$ cat src/kfc_pkg.sv
// Shared widths, key codes and operator codes of the keypad calculator.
`timescale 1ns / 1ps
`default_nettype none

package kfc_pkg;

  localparam int VALUE_W    = 64;  // Q47.16 result width
  localparam int ENTRY_W    = 30;  // holds nine decimal digits
  localparam int MAX_DIGITS = 9;
  localparam int FRAC_BITS  = 16;
  localparam int COUNT_W    = 4;   // digit count, 0 to MAX_DIGITS
  localparam int STEP_W     = $clog2(VALUE_W);

  localparam int IN_DATA_W  = 8;   // digit and operator, padded to a byte
  localparam int IN_USER_W  = 2;   // key kind
  localparam int OUT_USER_W = 1;   // divide-by-zero flag

  localparam logic [1:0] KIND_DIGIT  = 2'd0;
  localparam logic [1:0] KIND_OPER   = 2'd1;
  localparam logic [1:0] KIND_EQUALS = 2'd2;
  localparam logic [1:0] KIND_CLEAR  = 2'd3;

  localparam logic [1:0] OP_ADD = 2'd0;
  localparam logic [1:0] OP_SUB = 2'd1;
  localparam logic [1:0] OP_MUL = 2'd2;
  localparam logic [1:0] OP_DIV = 2'd3;

  localparam logic [VALUE_W-1:0] MOST_NEG = {1'b1, {(VALUE_W-1){1'b0}}};
  localparam logic [VALUE_W-1:0] MOST_POS = {1'b0, {(VALUE_W-1){1'b1}}};

endpackage

`default_nettype wire

$ cat src/keypad_four_function_calculator.sv
// Top level of the keypad four-function calculator with its serial multiply and divide.
//
// The block takes key transactions on the s_ channel and returns results on the m_ channel.
// s_tuser carries the key kind (digit, operator, equals, clear); s_tdata carries the digit
// value in bits 3:0 and the operator code in bits 5:4. A transaction on m_ carries the
// signed Q47.16 result in m_tdata and the divide-by-zero flag in m_tuser; only an equals
// key produces one.
// Digit, operator and clear keys are taken without leaving idle, and s_tready stays high.
// After an equals key s_tready drops while the result is formed. Add, subtract and a
// divide by zero go straight to the finish state, multiply first runs its serial state
// (one multiplier bit per cycle over the 30-bit entry) and divide its own serial state
// (one quotient bit per cycle over the 64-bit magnitude of the first operand). The next
// key is taken once the finish state has loaded the result into the output register.
// The output register parts the two sides: keys that give no result are still taken while
// a result waits on a stalled m_ channel, and a new result waits in the block until the
// output register is free, holding s_tready low meanwhile.
// A synchronous reset, like the clear key, returns the operands, the entry and the pending
// operator to zero and marks a fresh start; reset also drops m_tvalid.
`timescale 1ns / 1ps
`default_nettype none

module keypad_four_function_calculator (
  input  wire logic                            clk,
  input  wire logic                            rst,
  input  wire logic                            s_tvalid,
  output logic                                 s_tready,
  input  wire logic [kfc_pkg::IN_DATA_W-1:0]   s_tdata,   // digit[3:0], operator[5:4], zeros
  input  wire logic [kfc_pkg::IN_USER_W-1:0]   s_tuser,   // kind[1:0]
  output logic                                 m_tvalid,
  input  wire logic                            m_tready,
  output logic [kfc_pkg::VALUE_W-1:0]          m_tdata,   // value[63:0]
  output logic [kfc_pkg::OUT_USER_W-1:0]       m_tuser    // div_by_zero[0]
);

  localparam int VW = kfc_pkg::VALUE_W;
  localparam int EW = kfc_pkg::ENTRY_W;
  localparam logic [kfc_pkg::STEP_W-1:0] MUL_LAST = kfc_pkg::STEP_W'(EW - 1);
  localparam logic [kfc_pkg::STEP_W-1:0] DIV_LAST = kfc_pkg::STEP_W'(VW - 1);
  localparam logic [kfc_pkg::COUNT_W-1:0] DIGIT_LIMIT =
    kfc_pkg::COUNT_W'(kfc_pkg::MAX_DIGITS);

  typedef enum logic [3:0] {
    ST_IDLE   = 4'b0001,
    ST_MUL    = 4'b0010,
    ST_DIV    = 4'b0100,
    ST_FINISH = 4'b1000
  } state_t;

  state_t state;

  // Calculator state.
  logic [VW-1:0]                 first_operand;
  logic [EW-1:0]                 entry_value;
  logic [kfc_pkg::COUNT_W-1:0]   digit_count;
  logic                          fresh_start;
  logic [1:0]                    pending_op;
  logic [VW-1:0]                 last_result;

  // Arithmetic working registers.
  logic [VW-1:0]                 mag;       // magnitude of the first operand
  logic                          neg;       // sign of the first operand
  logic [VW-1:0]                 work_hi;   // product high part, or dividend/quotient
  logic [EW-1:0]                 work_lo;   // multiplier/product low part, or divisor
  logic [EW-1:0]                 rem;
  logic [kfc_pkg::STEP_W-1:0]    step;
  logic [VW-1:0]                 res;       // add or subtract result
  logic                          dz;

  // Input fields.
  logic [1:0] kind;
  logic [3:0] key_digit;
  logic [1:0] key_op;
  logic       in_fire;

  assign kind      = s_tuser;
  assign key_digit = s_tdata[3:0];
  assign key_op    = s_tdata[5:4];
  assign s_tready  = (state == ST_IDLE);
  assign in_fire   = s_tvalid && s_tready;

  // The entry in fixed point; nine digits shifted by the fraction always fit.
  logic [VW-1:0] entry_fixed;
  assign entry_fixed = VW'({entry_value, {kfc_pkg::FRAC_BITS{1'b0}}});

  logic [EW-1:0] entry_times_ten;
  assign entry_times_ten = (entry_value << 3) + (entry_value << 1) + EW'(key_digit);

  logic [VW-1:0] sum_ab;
  logic [VW-1:0] diff_ab;
  logic [VW-1:0] add_sat;
  logic [VW-1:0] sub_sat;
  assign sum_ab  = first_operand + entry_fixed;
  assign diff_ab = first_operand - entry_fixed;
  assign add_sat = (!first_operand[VW-1] && sum_ab[VW-1]) ? kfc_pkg::MOST_POS : sum_ab;
  assign sub_sat = (first_operand[VW-1] && !diff_ab[VW-1]) ? kfc_pkg::MOST_NEG : diff_ab;

  // One multiplier bit per step: add the magnitude when the bit is set, then shift right.
  logic [VW:0] mul_sum;
  assign mul_sum = {1'b0, work_hi} + (work_lo[0] ? {1'b0, mag} : {(VW+1){1'b0}});

  // One quotient bit per step of restoring division.
  logic [EW:0] rem_shift;
  logic [EW:0] rem_diff;
  logic        rem_ge;
  assign rem_shift = {rem, work_hi[VW-1]};
  assign rem_diff  = rem_shift - {1'b0, work_lo};
  assign rem_ge    = (rem_shift >= {1'b0, work_lo});

  // Signed, saturated results at the end of the serial operations.
  logic          mul_over;
  logic [VW-1:0] mul_mag;
  logic [VW-1:0] mul_val;
  logic [VW-1:0] div_val;
  logic [VW-1:0] fin_val;
  assign mul_over = |work_hi[VW-1:VW-EW];
  assign mul_mag  = {work_hi[VW-EW-1:0], work_lo};

  always_comb begin
    if (neg) begin
      mul_val = (mul_over || (mul_mag > kfc_pkg::MOST_NEG)) ? kfc_pkg::MOST_NEG : -mul_mag;
    end else begin
      mul_val = (mul_over || mul_mag[VW-1]) ? kfc_pkg::MOST_POS : mul_mag;
    end
  end

  // The quotient never exceeds the magnitude, so only the sign is applied.
  assign div_val = neg ? -work_hi : work_hi;

  always_comb begin
    unique case (pending_op)
      kfc_pkg::OP_ADD, kfc_pkg::OP_SUB: fin_val = res;
      kfc_pkg::OP_MUL:                  fin_val = mul_val;
      default:                          fin_val = dz ? {VW{1'b0}} : div_val;
    endcase
  end

  logic out_free;
  assign out_free = !m_tvalid || m_tready;

  always_ff @(posedge clk) begin
    if (rst) begin
      state         <= ST_IDLE;
      m_tvalid      <= 1'b0;
      first_operand <= '0;
      entry_value   <= '0;
      digit_count   <= '0;
      fresh_start   <= 1'b1;
      pending_op    <= kfc_pkg::OP_ADD;
      last_result   <= '0;
      step          <= '0;
      dz            <= 1'b0;
    end else begin
      // The finish state reloads the output register itself.
      if (m_tvalid && m_tready && (state != ST_FINISH)) begin
        m_tvalid <= 1'b0;
      end
      unique case (state)
        ST_IDLE: begin
          if (in_fire) begin
            unique case (kind)
              kfc_pkg::KIND_DIGIT: begin
                if ((key_digit <= 4'd9) && (digit_count < DIGIT_LIMIT)) begin
                  entry_value <= entry_times_ten;
                  digit_count <= digit_count + 1'b1;
                end
              end
              kfc_pkg::KIND_OPER: begin
                first_operand <= fresh_start ? entry_fixed : last_result;
                fresh_start   <= 1'b0;
                pending_op    <= key_op;
                entry_value   <= '0;
                digit_count   <= '0;
              end
              kfc_pkg::KIND_EQUALS: begin
                entry_value <= '0;
                digit_count <= '0;
                neg         <= first_operand[VW-1];
                mag         <= first_operand[VW-1] ? -first_operand : first_operand;
                step        <= '0;
                dz          <= 1'b0;
                unique case (pending_op)
                  kfc_pkg::OP_ADD: begin
                    res   <= add_sat;
                    state <= ST_FINISH;
                  end
                  kfc_pkg::OP_SUB: begin
                    res   <= sub_sat;
                    state <= ST_FINISH;
                  end
                  kfc_pkg::OP_MUL: begin
                    work_hi <= '0;
                    work_lo <= entry_value;
                    state   <= ST_MUL;
                  end
                  default: begin
                    if (entry_value == '0) begin
                      dz          <= 1'b1;
                      fresh_start <= 1'b1;
                      state       <= ST_FINISH;
                    end else begin
                      work_hi <= first_operand[VW-1] ? -first_operand : first_operand;
                      work_lo <= entry_value;
                      rem     <= '0;
                      state   <= ST_DIV;
                    end
                  end
                endcase
              end
              default: begin
                first_operand <= '0;
                entry_value   <= '0;
                digit_count   <= '0;
                fresh_start   <= 1'b1;
                pending_op    <= kfc_pkg::OP_ADD;
                last_result   <= '0;
              end
            endcase
          end
        end
        ST_MUL: begin
          work_hi <= mul_sum[VW:1];
          work_lo <= {mul_sum[0], work_lo[EW-1:1]};
          step    <= step + 1'b1;
          if (step == MUL_LAST) begin
            state <= ST_FINISH;
          end
        end
        ST_DIV: begin
          rem     <= rem_ge ? rem_diff[EW-1:0] : rem_shift[EW-1:0];
          work_hi <= {work_hi[VW-2:0], rem_ge};
          step    <= step + 1'b1;
          if (step == DIV_LAST) begin
            state <= ST_FINISH;
          end
        end
        ST_FINISH: begin
          if (out_free) begin
            m_tvalid <= 1'b1;
            m_tdata  <= fin_val;
            m_tuser  <= dz;
            if (!dz) begin
              last_result <= fin_val;
            end
            state <= ST_IDLE;
          end
        end
        default: begin
          state <= ST_IDLE;
        end
      endcase
    end
  end

endmodule

`default_nettype wire

$ cat config.mk
export PLATFORM = sky130hd
export DESIGN_NAME = keypad_four_function_calculator
export DESIGN_NICKNAME = d
export VERILOG_FILES = /design/src/kfc_pkg.sv /design/src/keypad_four_function_calculator.sv
export SDC_FILE = /design/constraint.sdc
export NUM_CORES = 2
export LEC_CHECK = 0
export ABC_AREA = 1
export BUFFER_PORTS_ARGS = -buffer_cell sky130_fd_sc_hd__buf_2
export CAP_MARGIN = 20
export CELL_PAD_IN_SITES_DETAIL_PLACEMENT = 0
export CELL_PAD_IN_SITES_GLOBAL_PLACEMENT = 2
export CORE_ASPECT_RATIO = 0.7
export CORE_MARGIN = 4
export CORE_UTILIZATION = 30
export CTS_CLUSTER_SIZE = 28
export DETAILED_ROUTE_END_ITERATION = 7
export PLACE_DENSITY_LB_ADDON = 0.1
export SLEW_MARGIN = 25
export SYNTH_ARGS = -nofsm -noshare
export SYNTH_HDL_FRONTEND = slang
export SYNTH_SLANG_ARGS = --single-unit
$ cat constraint.sdc
create_clock -name clk -period 15.9 [get_ports clk]
set_clock_uncertainty 0.2 [all_clocks]
set_input_delay 3.18 -clock clk [delete_from_list [all_inputs] [get_ports clk]]
set_output_delay 3.18 -clock clk [all_outputs]
set_load 0.01 [all_outputs]
## Word-level counts from Yosys, hierarchy flattened

Index checks and enable logic that the tools add are counted.

- Flip-flop bits (word level): 495
- Input bits: 14
- Output and inout port bits: 67
- Word-level logic and storage cells: 159

- Add/sub/neg operators: 11
- $lt $le $gt $ge: 4
- Equality and inequality tests: 25
- Mux-type cells: 58
- Bitwise gates (word level): 3
- Reduce and logical (&&, ||, !) cells: 40

Operators by type and width:

| cell | count |
|---|---|
| $mux 64 | 17 |
| $pmux 64 s2 | 5 |
| $mux 30 | 10 |
| $neg 64->64 | 3 |
| $pmux 64 s3 | 1 |
| $pmux 30 s2 | 3 |
| $add 64x64->65 | 1 |
| $add 64x46->64 | 1 |
| $gt 64x64->1 const B | 1 |
| $sub 64x46->64 | 1 |
| $mux 4 | 8 |
| $ge 31x30->1 | 1 |
| $add 30x30->30 | 1 |
| $add 30x4->30 | 1 |
| $logic_not 30->1 | 1 |
| $reduce_or 30->1 | 1 |
| $sub 30x30->30 | 1 |
| $ne 2x2->1 const B | 11 |
| $reduce_and 5->1 | 4 |
| $reduce_and 6->1 | 3 |
| $pmux 4 s4 | 1 |
| $reduce_and 3->1 | 5 |
| $mux 6 | 2 |
| $pmux 6 s2 | 1 |
| other kinds (29) | 57 |

## Logic depth before layout (Yosys ltp)

- Word-level depth: 8
- Mapped depth: 20
- Depth with buffers taken out: 19

## Worst setup path before layout

OpenSTA, ideal clock, no wires.

- Path kind: input port to flip-flop
- From: input s_tvalid
- To: register res[0] (enable)
- Library setup time: 565 ps
- Data arrival time: 8,127 ps
- Required time: 15,135 ps
- Setup slack: 7,009 ps
- Stages on the path: 6
- Path buffers: 0
- Path through: inv_1 nor2_2 inv_1 nor2_1 inv_1 nor3_1

- Word-level cells in the longest chain between the ends: 2

RTL lines:

| item | line | RTL |
|---|---|---|
| start: declaration | keypad_four_function_calculator.sv:25 | `input wire logic s_tvalid,` |
| $logic_and 1x1->1 | keypad_four_function_calculator.sv:79 | `assign in_fire = s_tvalid && s_tready;` |
| $reduce_and 5->1 (no source line) | -- |  |
| end signal: assignment | keypad_four_function_calculator.sv:183 | `res <= add_sat;` |
| end signal: assignment | keypad_four_function_calculator.sv:187 | `res <= sub_sat;` |
| end: declaration | keypad_four_function_calculator.sv:66 | `logic [VW-1:0] res;` |

Every way passes these cells.
A chain may end at the register's enable or synchronous reset.

## Worst setup path after layout

- From: input s_tvalid
- To: register mag[53] (enable)

- Word-level cells in the longest chain between the ends: 2

RTL lines:

| item | line | RTL |
|---|---|---|
| $logic_and 1x1->1 | keypad_four_function_calculator.sv:79 |  |
| $reduce_and 4->1 (no source line) | -- |  |
| end signal: assignment | keypad_four_function_calculator.sv:178 | `mag <= first_operand[VW-1] ? -first_operand : first_operand;` |
| end: declaration | keypad_four_function_calculator.sv:60 | `logic [VW-1:0] mag;` |

Every way passes these cells.

==> summary.txt <==
Route
  – DR iter-0 viols: about 5300
  – DRT Wirelength: 224000 um
  – DR WL/cell: between 20 and 30 um
  – Via density: ~5.4
  – Via count: approximately 45000
  – TritonRoute pass-1 iters: 7
  – Final ANT Viol Nets: 0
  – DRC: 0

Yosys
  – Syn Nets: roughly 6700
  – FF+latch count, synth: 495
  – YS warnings: 0
  – Synth top area share: 0.226
  – Netlist cell types: 65
  – Share of flip-flops with an asynchronous set or reset: 0
  – Largest family of logic cells by synthesized area: simple AND/OR/NAND/NOR gates
  – Cell area after synthesis: about 42000 sq um
  – EDFF count, synth: approximately 320
  – Cell taking the most area after synthesis: edfxtp_1
  – Complex-gate fraction of the synthesized area: 0.156
  – Register area share after synthesis: 0.309
  – Syn Area/Cell: roughly 6.5 sq um
  – Synth area leaders: edfxtp_1 23%, nand2_1 16%, dfxtp_1 8.4%
  – Post-Synth Simple-Gate Area: 0.349
  – Synth cell count leaders: 1763 x nand2_1, 818 x nor2_1, 749 x inv_1, 550 x a21oi_1, 508 x nand3_1
  – Post-Synth XOR/XNOR Area: 0.0265
  – Top_reg_cell synth: edfxtp_1
  – Post-Syn Instances: around 6500
  – Post-Synth Adder-Cell Area: 0.0664
  – Count leader, synth: nand2_1
  – Mux share of post-synthesis cell area: 0

Pwr
  – Sw Pwr: around 2.4 mW
  – Pwr dens: between 100 and 150 nW/um^2
  – Sw frac: 0.459
  – Total power: roughly 5 mW
  – Clk pwr share: 0.263
  – Gate power share: 0.416
  – Leakage dissipation: approximately 20 nW
  – Pint: 2.78 mW
  – Sequential Power Share: 0.321
  – Worst IR Drop VDD: between 0.09 and 0.1 mV

Placed design
  – DP Worst Slack: roughly 9.6 ns
  – # port buffers: ~80
  – Gpl congestion: between 0.9 and 1
  – Detailed Place HPWL: roughly 180000 um

Die
  – Core ar.: 139000 sq um
  – Die Span Y: 322 um
  – Top Ports: a little over 80
  – Die area: between 100000 and 150000 sq um
  – Chip width: 457 um
  – Std cell rows: approximately 110
  – Initial Utilization: 0.304

CTS
  – Num CTS Buffers: 56
  – Clk sinks: roughly 500
  – Bufs on Longest Clock Path: 3
  – Later-pin clock latency in the skew report: ~0.67 ns
  – Root Buffer: clkbuf_16
  – CTS Hold Buffers Added: 0
  – Post-CTS Setup Repair Bufs: 0
  – H-tree levels: 2
  – Reg clk slew, reported paths: ~0.060 ns
  – # resized after CTS: 0
  – CTS tree: built

Critical path
  – Crit Path Max Fanout: 49
  – Worst R2R Setup Slack: 10.89 ns
  – Crit path capture type: flop
  – R2r startpoint: entry_value[4]$_SDFFE_PP0P_
  – FF-to-FF path depth: 13
  – WP data required: between 15 and 20 ns
  – Crit Path Class: primary input to flop
  – Critical Path Source Type: primary input
  – Critical Path AT: 5.72 ns
  – R2r endpoint: res[41]$_DFFE_PP_

Cells and area
  – Fillers: between 15000 and 20000
  – Area Growth Syn to Fin: 9.79%
  – Final #Nets: between 6000 and 7000
  – Layout cell share with drive strength beyond 1: 0.0639

Global route
  – Met1 usage: 0.453
  – Global-route track usage on met3: 0.0582
  – Number of global-route vias before repair: between 40000 and 50000
  – Busiest layer in global routing: met1
  – First-pass GRT wire length: 311000 um
  – GR Util met2: 0.420
  – Largest net degree at the start of global routing: 119
  – All-Layer GR Usage: 0.292
  – Residual overflow from global routing: 0
  – Initial antenna violation count: 13

Timing
  – Final hold viol count: 0
  – RSZ-0062 raised after global routing: no
  – Fin crit share: 0.355
  – Highest clock rate: ~180 MHz
  – Post-layout min period: 5.65 ns
  – Final Max Tran Viols: 0
  – Post-route setup slack: 10.25 ns
  – Rel. slew slack: 0.166
  – Setup TNS: 0 ns
  – Worst-Margin Slew: 1.24 ns
  – Final setup violation count: 0

Min path
  – Worst hold start: step[4]$_SDFFE_PP0P_
  – Worst Hold Path EP: step[4]$_SDFFE_PP0P_
  – Hold path cells: 1
  – Worst min path class: flop to flop

Status
  – Status: finished clean

Run
  – Max Cap Viol: 0
==> cell families after synthesis <==
kind of cell               after synthesis
xor gates and xnor gates               128
and+or+nand+nor                       3449
DFF                                    495
adders and majority gates              221
AOI/OAI and AO/OA                     1201
buffers and inverters                  983
==> metal layers <==
metal  wire length (um)  share of wire
met1             111000           0.49
met2              90200           0.40
met3              19300          0.086
met4               3670          0.016
met5                  0              0
==> stage by stage <==
step                       util  area (sq um)  hold WS [ns]  cells
after global routing      0.334         46400         0.274   8366
after floorplan               -         42300         0.206   6477
after global placement    0.321         44600         0.235   8261
final                     0.334         46500         0.258   8371
after detailed placement  0.321         44600         0.248   8262
after CTS                 0.334         46400         0.257   8366
==> registers in the layout, summed over array words and instances, names as in the netlist <==
register       cells
first_operand     64
last_result       64
m_tdata           64
mag               64
res               64
work_hi           64
entry_value       30
rem               30
work_lo           30
step               6
digit_count        4
state              4
pending_op         2
dz                 1
fresh_start        1
m_tuser            1
m_tvalid           1
neg                1
==> power groups by stage <==
stage | registers, mW | logic (mW) | clock network, mW
3_5_place_dp | 1.68 | 2.08 | 0
4_1_cts | 1.65 | 2.09 | 1.38
2_1_floorplan | 1.61 | 1.30 | 0
5_1_grt | 1.66 | 2.33 | 1.43
3_3_place_gp | 1.68 | 2.08 | 0
6_report | 1.65 | 2.14 | 1.35
==> how the worst max path moves through the flow <==
stage / startpoint / cells after the start / end
floorplan: s_tvalid / 6 / res[0]$_DFFE_PP_
global placement: s_tuser[1] / 8 / mag[58]$_DFFE_PP_
detailed placement: s_tvalid / 8 / mag[59]$_DFFE_PP_
CTS: s_tuser[1] / 8 / mag[53]$_DFFE_PP_
global route: s_tuser[1] / 8 / mag[59]$_DFFE_PP_
finish: s_tvalid / 8 / mag[53]$_DFFE_PP_
==> cell usage in the layout, fill, tap and decap left out, types with 7 or more instances in the layout <==
master	synthesis	routed
nor2_4	9	16
a21oi_2	8	8
a31oi_1	10	10
a21o_1	18	18
nor3_1	63	61
nand4_1	107	107
xor2_1	110	110
nand3_1	508	508
inv_2	23	25
clkbuf_16	0	57
clkinv_1	4	8
o211ai_2	13	13
nor2_1	818	811
a22oi_1	33	33
buf_4	5	54
buf_2	45	77
clkbuf_8	0	7
ha_1	215	215
xnor2_1	18	18
o21ai_0	425	425
edfxtp_1	318	318
a21boi_0	9	9
o21ai_1	14	14
and2_1	8	8
nand3b_1	42	42
o21bai_1	23	23
o21a_1	15	15
nand2_2	13	14
clkinv_2	1	12
or2_2	25	25
a21oi_1	550	548
nand3_2	36	36
nand2_1	1763	1761
a211oi_1	34	34
dfxtp_1	177	175
inv_1	749	746
clkbuf_1	124	13
nor2_2	31	31
o211ai_1	32	32
==> cell type report <==
cell class / instances / area, sq um / area share
Clock buffer: 77 / 1570 / 0.0338
Tap cell: 1856 / 2320 / 0.0500
Inverter: 778 / 2930 / 0.0630
Multi-Input combinational cell: 4999 / 25400 / 0.547
Antenna cell: 5 / 12.5 / 0.000269
Clock inverter: 27 / 248 / 0.00533
Timing Repair Buffer: 134 / 850 / 0.0183
Sequential cell: 495 / 13100 / 0.282
==> critical path, cell delays in order <==
cell	delay, ns
buf_2	0.08
inv_1	0.06
nor2_2	0.31
inv_1	0.17
nor2_1	0.32
inv_1	0.28
nor2_4	0.51
buf_4	0.69
Note: power is estimated with default switching activity, not from simulation.
